$ cat src/sv/letterbox_detection_unmap_defines.svh
// Assertion macros shared by the letterbox unmap RTL.
`ifndef LETTERBOX_DETECTION_UNMAP_DEFINES_SVH
`define LETTERBOX_DETECTION_UNMAP_DEFINES_SVH

`ifndef SYNTHESIS

// Property must hold at every clock edge outside reset.
`define LBU_ASSERT(lbl, clk, rst_n, prop) \
    lbl: assert property (@(posedge clk) disable iff (!rst_n) prop) \
        else $error("letterbox unmap assertion failed");

// Condition must never be true outside reset.
`define LBU_ASSERT_NEVER(lbl, clk, rst_n, cond) \
    lbl: assert property (@(posedge clk) disable iff (!rst_n) !(cond)) \
        else $error("letterbox unmap forbidden condition seen");

`else

`define LBU_ASSERT(lbl, clk, rst_n, prop)
`define LBU_ASSERT_NEVER(lbl, clk, rst_n, cond)

`endif

`endif

$ cat src/sv/lbu_pkg.sv
// Shared widths, codes and types of the letterbox unmap block.
package lbu_pkg;

    localparam int COORD_FRAC_BITS = 4;

    localparam int COORD_W    = 17;
    localparam int SCORE_W    = 16;
    localparam int LABEL_W    = 10;
    localparam int DIM_W      = 13;
    localparam int PX_W       = 12;
    localparam int SCALE_FRAC = 16;
    localparam int SCALE_W    = 24;
    localparam int CFG_IDX_W  = 3;
    localparam int CFG_DATA_W = 16;
    localparam int LANES      = 4;

    localparam int DIFF_W    = COORD_W + 1;
    localparam int PROD_FRAC = SCALE_FRAC + COORD_FRAC_BITS;
    localparam int PROD_W    = DIFF_W + SCALE_W + 1;
    localparam int CLAMP_W   = DIM_W + PROD_FRAC;
    localparam int DIV_NUM_W = DIM_W + PROD_FRAC;
    localparam int DIV_DEN_W = SCALE_W;
    localparam int DIV_CNT_W = $clog2(DIV_NUM_W);

    localparam logic [SCORE_W-1:0] RST_SCORE_THRESHOLD = 16'd32768;
    localparam logic [DIM_W-1:0]   RST_NET_WIDTH       = 13'd640;
    localparam logic [DIM_W-1:0]   RST_NET_HEIGHT      = 13'd640;
    localparam logic [DIM_W-1:0]   RST_IMAGE_WIDTH     = 13'd640;
    localparam logic [DIM_W-1:0]   RST_IMAGE_HEIGHT    = 13'd480;

    typedef enum logic [CFG_IDX_W-1:0] {
        CFG_SCORE_THRESHOLD = 3'd0,
        CFG_NET_WIDTH       = 3'd1,
        CFG_NET_HEIGHT      = 3'd2,
        CFG_IMAGE_WIDTH     = 3'd3,
        CFG_IMAGE_HEIGHT    = 3'd4
    } t_cfg_idx;

    typedef enum logic [1:0] {
        DRV_IDLE,
        DRV_LAUNCH,
        DRV_WAIT
    } t_drv_state;

    typedef enum logic [1:0] {
        OP_RATIO_W,
        OP_RATIO_H,
        OP_PAD_X,
        OP_PAD_Y
    } t_div_op;

    typedef struct packed {
        logic [SCORE_W-1:0] thr;
        logic [DIM_W-1:0]   net_w;
        logic [DIM_W-1:0]   net_h;
        logic [DIM_W-1:0]   img_w;
        logic [DIM_W-1:0]   img_h;
    } t_cfg_regs;

    typedef struct packed {
        logic [SCALE_W-1:0]        scale;
        logic signed [COORD_W-1:0] off_x;
        logic signed [COORD_W-1:0] off_y;
    } t_xform;

    typedef struct packed {
        logic                 start;
        logic [DIV_NUM_W-1:0] num;
        logic [DIV_DEN_W-1:0] den;
    } t_div_req;

    typedef struct packed {
        logic                 busy;
        logic                 done;
        logic [DIV_NUM_W-1:0] quot;
    } t_div_resp;

endpackage

$ cat src/sv/lbu_divider.sv
// Radix-2 restoring unsigned divider, one quotient bit per cycle.
module lbu_divider (
    input  logic               i_clk,
    input  logic               i_rst_n,
    input  lbu_pkg::t_div_req  i_req,
    output lbu_pkg::t_div_resp o_resp
);
    import lbu_pkg::*;

    logic                 r_busy;
    logic                 r_done;
    logic [DIV_CNT_W-1:0] r_cnt;
    logic [DIV_DEN_W-1:0] r_rem;
    logic [DIV_NUM_W-1:0] r_quo;
    logic [DIV_DEN_W-1:0] r_den;

    logic [DIV_DEN_W:0]   rem_sh;
    logic [DIV_DEN_W:0]   rem_sub;
    logic                 ge;
    logic [DIV_DEN_W-1:0] n_rem;
    logic [DIV_NUM_W-1:0] n_quo;
    logic                 last_step;

    // dividend shifts out of the top of r_quo while quotient bits enter at the bottom
    always_comb begin
        rem_sh    = {r_rem, r_quo[DIV_NUM_W-1]};
        rem_sub   = rem_sh - {1'b0, r_den};
        ge        = rem_sh >= {1'b0, r_den};
        n_rem     = ge ? rem_sub[DIV_DEN_W-1:0] : rem_sh[DIV_DEN_W-1:0];
        n_quo     = {r_quo[DIV_NUM_W-2:0], ge};
        last_step = r_cnt == DIV_CNT_W'(DIV_NUM_W - 1);
    end

    always_ff @(posedge i_clk) begin
        if (!i_rst_n) begin
            r_busy <= 1'b0;
            r_done <= 1'b0;
            r_cnt  <= '0;
        end else begin
            r_done <= r_busy && last_step;
            if (i_req.start) begin
                r_busy <= 1'b1;
                r_cnt  <= '0;
            end else if (r_busy) begin
                r_cnt <= r_cnt + 1'b1;
                if (last_step) begin
                    r_busy <= 1'b0;
                end
            end
        end
    end

    always_ff @(posedge i_clk) begin
        if (i_req.start) begin
            r_rem <= '0;
            r_quo <= i_req.num;
            r_den <= i_req.den;
        end else if (r_busy) begin
            r_rem <= n_rem;
            r_quo <= n_quo;
        end
    end

    assign o_resp.busy = r_busy;
    assign o_resp.done = r_done;
    assign o_resp.quot = r_quo;

endmodule

$ cat src/sv/lbu_derive.sv
// Sequencer that works out scale and letterbox pads from the frame registers.
`include "letterbox_detection_unmap_defines.svh"

module lbu_derive (
    input  logic               i_clk,
    input  logic               i_rst_n,
    input  logic               i_start,
    input  lbu_pkg::t_cfg_regs i_regs,
    output logic               o_busy,
    output lbu_pkg::t_xform    o_xform
);
    import lbu_pkg::*;

    localparam int PAD_W = DIV_NUM_W + 2;
    localparam logic signed [PAD_W-1:0] PAD_LO = PAD_W'(-(2 ** (COORD_W - 1)));
    localparam logic signed [PAD_W-1:0] PAD_HI = PAD_W'(2 ** (COORD_W - 1) - 1);

    t_drv_state r_state, n_state;
    t_div_op    r_op, n_op;

    logic [DIV_NUM_W-1:0]      r_ratio_w;
    logic [SCALE_W-1:0]        r_scale;
    logic signed [COORD_W-1:0] r_off_x;
    logic signed [COORD_W-1:0] r_off_y;

    t_div_req  div_req;
    t_div_resp div_resp;

    logic [DIM_W-1:0]          net_sel;
    logic [DIM_W-1:0]          img_sel;
    logic [DIV_NUM_W-1:0]      ratio_max;
    logic [SCALE_W-1:0]        n_scale;
    logic [DIV_NUM_W-1:0]      q;
    logic signed [PAD_W-1:0]   diff;
    logic signed [PAD_W-1:0]   half;
    logic signed [COORD_W-1:0] n_pad;

    lbu_divider u_div (
        .i_clk  (i_clk),
        .i_rst_n(i_rst_n),
        .i_req  (div_req),
        .o_resp (div_resp)
    );

    // operands of the current division
    always_comb begin
        if (r_op == OP_RATIO_W || r_op == OP_PAD_X) begin
            net_sel = i_regs.net_w;
            img_sel = i_regs.img_w;
        end else begin
            net_sel = i_regs.net_h;
            img_sel = i_regs.img_h;
        end
        div_req.start = r_state == DRV_LAUNCH;
        if (r_op == OP_RATIO_W || r_op == OP_RATIO_H) begin
            div_req.num = DIV_NUM_W'(img_sel) << SCALE_FRAC;
            div_req.den = (net_sel == '0) ? DIV_DEN_W'(1) : DIV_DEN_W'(net_sel);
        end else begin
            div_req.num = DIV_NUM_W'(img_sel) << PROD_FRAC;
            div_req.den = r_scale;
        end
    end

    // scale = saturated max of the two ratios; pad = floor((net - q) / 2), saturated
    always_comb begin
        ratio_max = (div_resp.quot > r_ratio_w) ? div_resp.quot : r_ratio_w;
        n_scale   = (|ratio_max[DIV_NUM_W-1:SCALE_W]) ? '1 : ratio_max[SCALE_W-1:0];
        q         = (r_scale == '0) ? '0 : div_resp.quot;
        diff      = (PAD_W'(net_sel) << COORD_FRAC_BITS) - PAD_W'(q);
        half      = diff >>> 1;
        if (half < PAD_LO) begin
            n_pad = PAD_LO[COORD_W-1:0];
        end else if (half > PAD_HI) begin
            n_pad = PAD_HI[COORD_W-1:0];
        end else begin
            n_pad = half[COORD_W-1:0];
        end
    end

    always_comb begin
        n_state = r_state;
        n_op    = r_op;
        case (r_state)
            DRV_IDLE: begin
                if (i_start) begin
                    n_state = DRV_LAUNCH;
                    n_op    = OP_RATIO_W;
                end
            end
            DRV_LAUNCH: begin
                n_state = DRV_WAIT;
            end
            DRV_WAIT: begin
                if (div_resp.done) begin
                    case (r_op)
                        OP_RATIO_W: begin
                            n_op    = OP_RATIO_H;
                            n_state = DRV_LAUNCH;
                        end
                        OP_RATIO_H: begin
                            n_op    = OP_PAD_X;
                            n_state = DRV_LAUNCH;
                        end
                        OP_PAD_X: begin
                            n_op    = OP_PAD_Y;
                            n_state = DRV_LAUNCH;
                        end
                        default: begin
                            n_state = DRV_IDLE;
                        end
                    endcase
                end
            end
            default: begin
                n_state = DRV_IDLE;
            end
        endcase
    end

    // reset starts a derivation from the reset register values
    always_ff @(posedge i_clk) begin
        if (!i_rst_n) begin
            r_state <= DRV_LAUNCH;
            r_op    <= OP_RATIO_W;
        end else begin
            r_state <= n_state;
            r_op    <= n_op;
        end
    end

    always_ff @(posedge i_clk) begin
        if (r_state == DRV_WAIT && div_resp.done) begin
            case (r_op)
                OP_RATIO_W: r_ratio_w <= div_resp.quot;
                OP_RATIO_H: r_scale   <= n_scale;
                OP_PAD_X:   r_off_x   <= n_pad;
                default:    r_off_y   <= n_pad;
            endcase
        end
    end

    assign o_busy        = r_state != DRV_IDLE;
    assign o_xform.scale = r_scale;
    assign o_xform.off_x = r_off_x;
    assign o_xform.off_y = r_off_y;

    `LBU_ASSERT(a_start_when_div_free, i_clk, i_rst_n, div_req.start |-> !div_resp.busy)
    `LBU_ASSERT(a_done_only_waiting, i_clk, i_rst_n, div_resp.done |-> r_state == DRV_WAIT)
    `LBU_ASSERT(a_pad_y_ends_run, i_clk, i_rst_n, (r_state == DRV_WAIT && div_resp.done && r_op == OP_PAD_Y) |=> r_state == DRV_IDLE)

endmodule

$ cat config.mk
export PLATFORM = sky130hd
export DESIGN_NAME = lbu_derive
export DESIGN_NICKNAME = d
export VERILOG_FILES = /design/src/sv/lbu_pkg.sv /design/src/sv/lbu_divider.sv /design/src/sv/lbu_derive.sv
export VERILOG_INCLUDE_DIRS = /design/src /design/src/sv
export SDC_FILE = /design/constraint.sdc
export NUM_CORES = 1
export LEC_CHECK = 0
export BUFFER_PORTS_ARGS = -buffer_cell sky130_fd_sc_hd__buf_2
export CAP_MARGIN = 20
export CORE_ASPECT_RATIO = 0.5
export CORE_MARGIN = 10
export CORE_UTILIZATION = 55
export CTS_CLUSTER_SIZE = 25
export DETAILED_ROUTE_END_ITERATION = 12
export PLACE_DENSITY_LB_ADDON = 0.08
export SLEW_MARGIN = 20
export SYNTH_ARGS = -nofsm -noshare
export SYNTH_HDL_FRONTEND = slang
export SYNTH_SLANG_ARGS = --single-unit
$ cat constraint.sdc
create_clock -name i_clk -period 11.3 [get_ports i_clk]
set_input_delay 1.695 -clock i_clk [delete_from_list [all_inputs] [get_ports i_clk]]
set_output_delay 1.695 -clock i_clk [all_outputs]
set_load 0.05 [all_outputs]
==> summary by stage <==
Detailed routing
In the routed layout, each cell is associated on average with a via count of slightly above 6. In this run the remaining antenna-violating nets after routing total 0. Dividing the detail-routed wire length by the instance count gives slightly below 20 µm. The detailed router finished its first iteration with just over 1000 violations.

Before antenna repair, the detailed router went through 5 iterations. The detailed router placed 9223 vias in this run. The final layout contains routed wiring with a total length of 29.9 mm. The DRC violation count after routing is 0.

Cells and area
The design area is 12700 µm². The relative area change from synthesis to final layout is 12.4%. The sequential standard cell area is 5160 µm². The diode insertion count for antenna repair is 0.

In the final design database the tool counted 1380 nets. In the final layout, the multi-input gates occupy approximately 5700 µm². The filler cell count in the final layout is 1643. The share of cells above drive strength 1 is 0.153.

Global routing
The sum of overflow across all layers after global routing is 0. The wire length of the first global-routing pass is 47.5 mm. The largest net degree at the start of global routing is 57. The number of antenna violations at the first check in global routing is 1.

The number of global-route vias before repair is between 8000 and 9000. The total global routing track utilization is 0.219.

Logic synthesis
The biggest area consumer among synthesized cells is sky130_fd_sc_hd__edfxtp_1. The post-synthesis instance area is 11300 µm². The synthesized area per cell is 9.96 µm². The area share of the largest cell type after synthesis is 0.393. The most frequently used flop master after synthesis is sky130_fd_sc_hd__edfxtp_1. The register bit count reported by yosys is 184. Yosys attributes the largest share of cell area to sky130_fd_sc_hd__edfxtp_1 39%, sky130_fd_sc_hd__ha_1 8.5%, sky130_fd_sc_hd__dfxtp_1 6.4%, sky130_fd_sc_hd__a21oi_1 4.5%, sky130_fd_sc_hd__nand2_1 3.6%. The number of standard cells after synthesis is 1135. The synthesis warning total is 0. The synthesized netlist net count is 1284. By count the netlist is led by 148 x sky130_fd_sc_hd__edfxtp_1, 107 x sky130_fd_sc_hd__nand2_1, 102 x sky130_fd_sc_hd__a21oi_1.

Yosys mapped a number of flops with a built-in enable equal to 148. sky130_fd_sc_hd__edfxtp_1 is the most common cell in the netlist. The count of different cell masters after synthesis is between 70 and 80. The portion of the post-synthesis area used by sequential elements is 0.457. After synthesis, the share of flip-flops with an asynchronous set or reset is 0.

STA
The total count of max-transition violations in the final report is 0. At the pin with the least slew margin, the transition time is 0.991 ns. The routed design could run at a clock period as short as 5.46 ns. The total negative setup slack is 0 ns. The count of final setup violators is 0. Setup repair after global routing left no endpoint under its margin. The number of hold-slack violations in the final timing report is 0. Clock skew on the completed layout was measured at 0.00835 ns. Dividing the final minimum period by the clock period gives 0.483. The worst slew margin relative to its limit is 0.340. Across all hold checks on the routed design, the worst slack comes to 0.480 ns. Static timing analysis puts the maximum clock frequency at 183 MHz.

Critical path
The setup path with the least slack is of type reg2reg. Traced cell by cell, the critical path runs through nor4_1 -> and4_1 -> nand2_1 -> buf_4 -> nand2_1 -> ha_1 -> a21o_1 -> a21o_1 -> a21o_1 -> a2111o_1 -> nand2_1 -> and2_0 -> o22ai_1 -> nor4b_4 -> a31oi_4 -> nor3_1. Data on the critical path is required at its endpoint by 11.52 ns. The critical path endpoint category is a flip-flop.

Among all stages on the critical path, the largest delay is contributed by sky130_fd_sc_hd__nor4_1. In this run the worst path has a maximum fanout of 40. For this run, the slowest stage of the critical path takes 0.55 ns. The category of the worst setup path launch point is a flip-flop. Among cell families on the critical path, the largest total delay comes from simple AND/OR/NAND/NOR gates. The number of buffers and inverters on the critical path is 1. The arrival time at the worst endpoint is 5.68 ns.

Floorplan
The area of the core is 19800 µm². For this design the top-level I/O count stands at 130. The die span in x is 223 µm.

The initial utilization of the core area, before any placement, comes to 0.571. The die footprint is approximately 27000 µm². The die is roughly 120 µm tall. The total number of placement rows is 36.

Clock tree
The number of gates resized after CTS is 0. The hold buffer count at CTS is 0. The number of CTS-inserted buffers is 17. TritonCTS built the clock tree. At the later pin of the worst-skew pair, clock insertion delay measures 0.45 ns. The clock input transition at the sequential cells of the worst setup and hold paths is 0.07 ns.

In this run the deepest clock path goes through 2 buffers. Clock tree synthesis selected as its root buffer the cell sky130_fd_sc_hd__clkbuf_16. Counting every sink on the clock net gives 184.

The H-tree was split into 4 levels. Buffers added to address setup during post-CTS repair amount to 0.

Place
The HPWL after detailed placement is 22.4 mm. The post-detailed-placement cell area is 12100 µm². During placement, the flow inserted port buffers numbering 113.

Routability-driven placement finished with a final weighted congestion of 0.927.

Power and ir drop
Power spread over the standard cell area amounts to 162 nW/µm². For this design the static power due to leakage is 0.00539 µW. The worst voltage drop across the vdd grid is roughly 0.0001 V. Power comes to 2060 µW. Of the total power, the clock network draws 0.297. Summed over all nets, the switching power comes to 693 µW.

Of the total power, the share spent switching nets is 0.337. The share of total power dissipated in combinational logic is 0.282. Cell internal power was estimated by the tool at 1360 µW. The share of total power dissipated in sequential elements is 0.421.

Status
The flow ran to the end, and the final reports show no timing, DRC or antenna violations.

Job
The max capacitance violation total is 0.

Worst hold path
The min-delay analysis places its worst path in the category reg2reg.
==> layout make-up <==
type / instances / area share
clock inverters: 14 / 0.0127
well taps: 266 / 0.0262
clock buffers: 18 / 0.0338
multi-input cells: 819 / 0.444
flip-flops and latches: 184 / 0.406
repair buffers: 123 / 0.0514
inverters: 86 / 0.0254
==> registers in the layout, indices dropped and copies added (netlist names) <==
signal	flops
u_div.r_rem	24
r_state	2
u_div.r_busy	1
u_div.r_den	24
u_div.r_cnt	6
r_op	2
u_div.r_quo	33
r_off_x	17
r_scale	24
u_div.r_done	1
r_ratio_w	33
r_off_y	17
==> metal layers <==
layer  vias to the layer above  GRT usage  share of wire
met5                         -          0              0
met4                         0     0.0621          0.014
met3                        40     0.0532          0.077
met2                       340      0.345           0.46
met1                      4463      0.294           0.45
li1                       4380          -              -
==> tightest hold or removal path, delay by kind of cell, from the launching register on <==
kind | cells | cell delay, ns
AO/OA/AOI/OAI | 1 | 0.05
flip-flops | 1 | 0.32
AND/OR/NAND/NOR | 1 | 0.07
==> through the flow <==
| stage | utilization | worst slack [ns] | instances |
|---|---|---|---|
| after global routing | 0.642 | 5.48 | 1510 |
| after global placement | 0.610 | 5.61 | 1477 |
| final | 0.642 | 5.84 | 1510 |
| after floorplan | - | 6.14 | 1135 |
| after CTS | 0.640 | 5.55 | 1509 |
| after detailed placement | 0.611 | 5.56 | 1477 |
==> cell usage in the layout (no fill, tap or decap), types with 5 or more instances in the layout <==
cell and count:
sky130_fd_sc_hd__nor4_1 10, sky130_fd_sc_hd__xor2_1 16, sky130_fd_sc_hd__or2_2 11, sky130_fd_sc_hd__inv_1 85, sky130_fd_sc_hd__o21ai_0 50, sky130_fd_sc_hd__o2111ai_1 5, sky130_fd_sc_hd__buf_2 113, sky130_fd_sc_hd__o211ai_1 7
sky130_fd_sc_hd__dfxtp_1 36, sky130_fd_sc_hd__o21a_1 7, sky130_fd_sc_hd__a21o_1 24, sky130_fd_sc_hd__nand4_1 23, sky130_fd_sc_hd__a21oi_1 102, sky130_fd_sc_hd__mux2i_1 29, sky130_fd_sc_hd__o22a_1 24, sky130_fd_sc_hd__or3_1 9
sky130_fd_sc_hd__nor2_1 92, sky130_fd_sc_hd__a31oi_1 7, sky130_fd_sc_hd__and4_1 6, sky130_fd_sc_hd__nor2b_1 12, sky130_fd_sc_hd__nor3_1 22, sky130_fd_sc_hd__ha_1 77, sky130_fd_sc_hd__a2111o_1 5, sky130_fd_sc_hd__xnor2_1 19
sky130_fd_sc_hd__edfxtp_1 148, sky130_fd_sc_hd__nand2_1 107, sky130_fd_sc_hd__mux4_2 9, sky130_fd_sc_hd__nand2b_1 9, sky130_fd_sc_hd__clkbuf_16 17, sky130_fd_sc_hd__a211oi_1 6, sky130_fd_sc_hd__or4_1 5, sky130_fd_sc_hd__and3_1 13
sky130_fd_sc_hd__buf_4 9, sky130_fd_sc_hd__and2_1 30, sky130_fd_sc_hd__nand3_1 12
==> power by group through the flow <==
| stage | registers [µW] | clock network, µW | logic [µW] |
|---|---|---|---|
| floorplan | 843 | 0 | 453 |
| global placement | 875 | 0 | 560 |
| detailed placement | 877 | 0 | 569 |
| CTS | 862 | 616 | 574 |
| global route | 871 | 645 | 651 |
| finish | 865 | 611 | 580 |
==> cells by family (layout without fill, tap and decap cells) <==
logic type | Yosys count | count (layout) | synth area share
DFF | 184 | 184 | 0.457
adders and majority gates | 78 | 78 | 0.0870
and+or+nand+nor | 375 | 375 | 0.167
buffers and inverters | 132 | 241 | 0.0458
muxes | 39 | 39 | 0.0446
AOI/OAI and AO/OA | 292 | 292 | 0.172
xor gates and xnor gates | 35 | 35 | 0.0271
==> final timing paths <==
| check | slack [ns] | to | cells after the start | from |
|---|---|---|---|---|
| max | 5.84 | r_off_y[9]$_DFFE_PP_ | 16 | r_scale[13]$_SDFFCE_PP1P_ |
| min reg2reg | 0.48 | u_div.r_rem[23]$_SDFFE_PP0P_ | 2 | u_div.r_rem[23]$_SDFFE_PP0P_ |
| max reg2reg | 5.84 | r_off_y[9]$_DFFE_PP_ | 16 | r_scale[13]$_SDFFCE_PP1P_ |
| min | 0.48 | u_div.r_rem[23]$_SDFFE_PP0P_ | 2 | u_div.r_rem[23]$_SDFFE_PP0P_ |
Note: power is estimated with default switching activity, not from simulation.
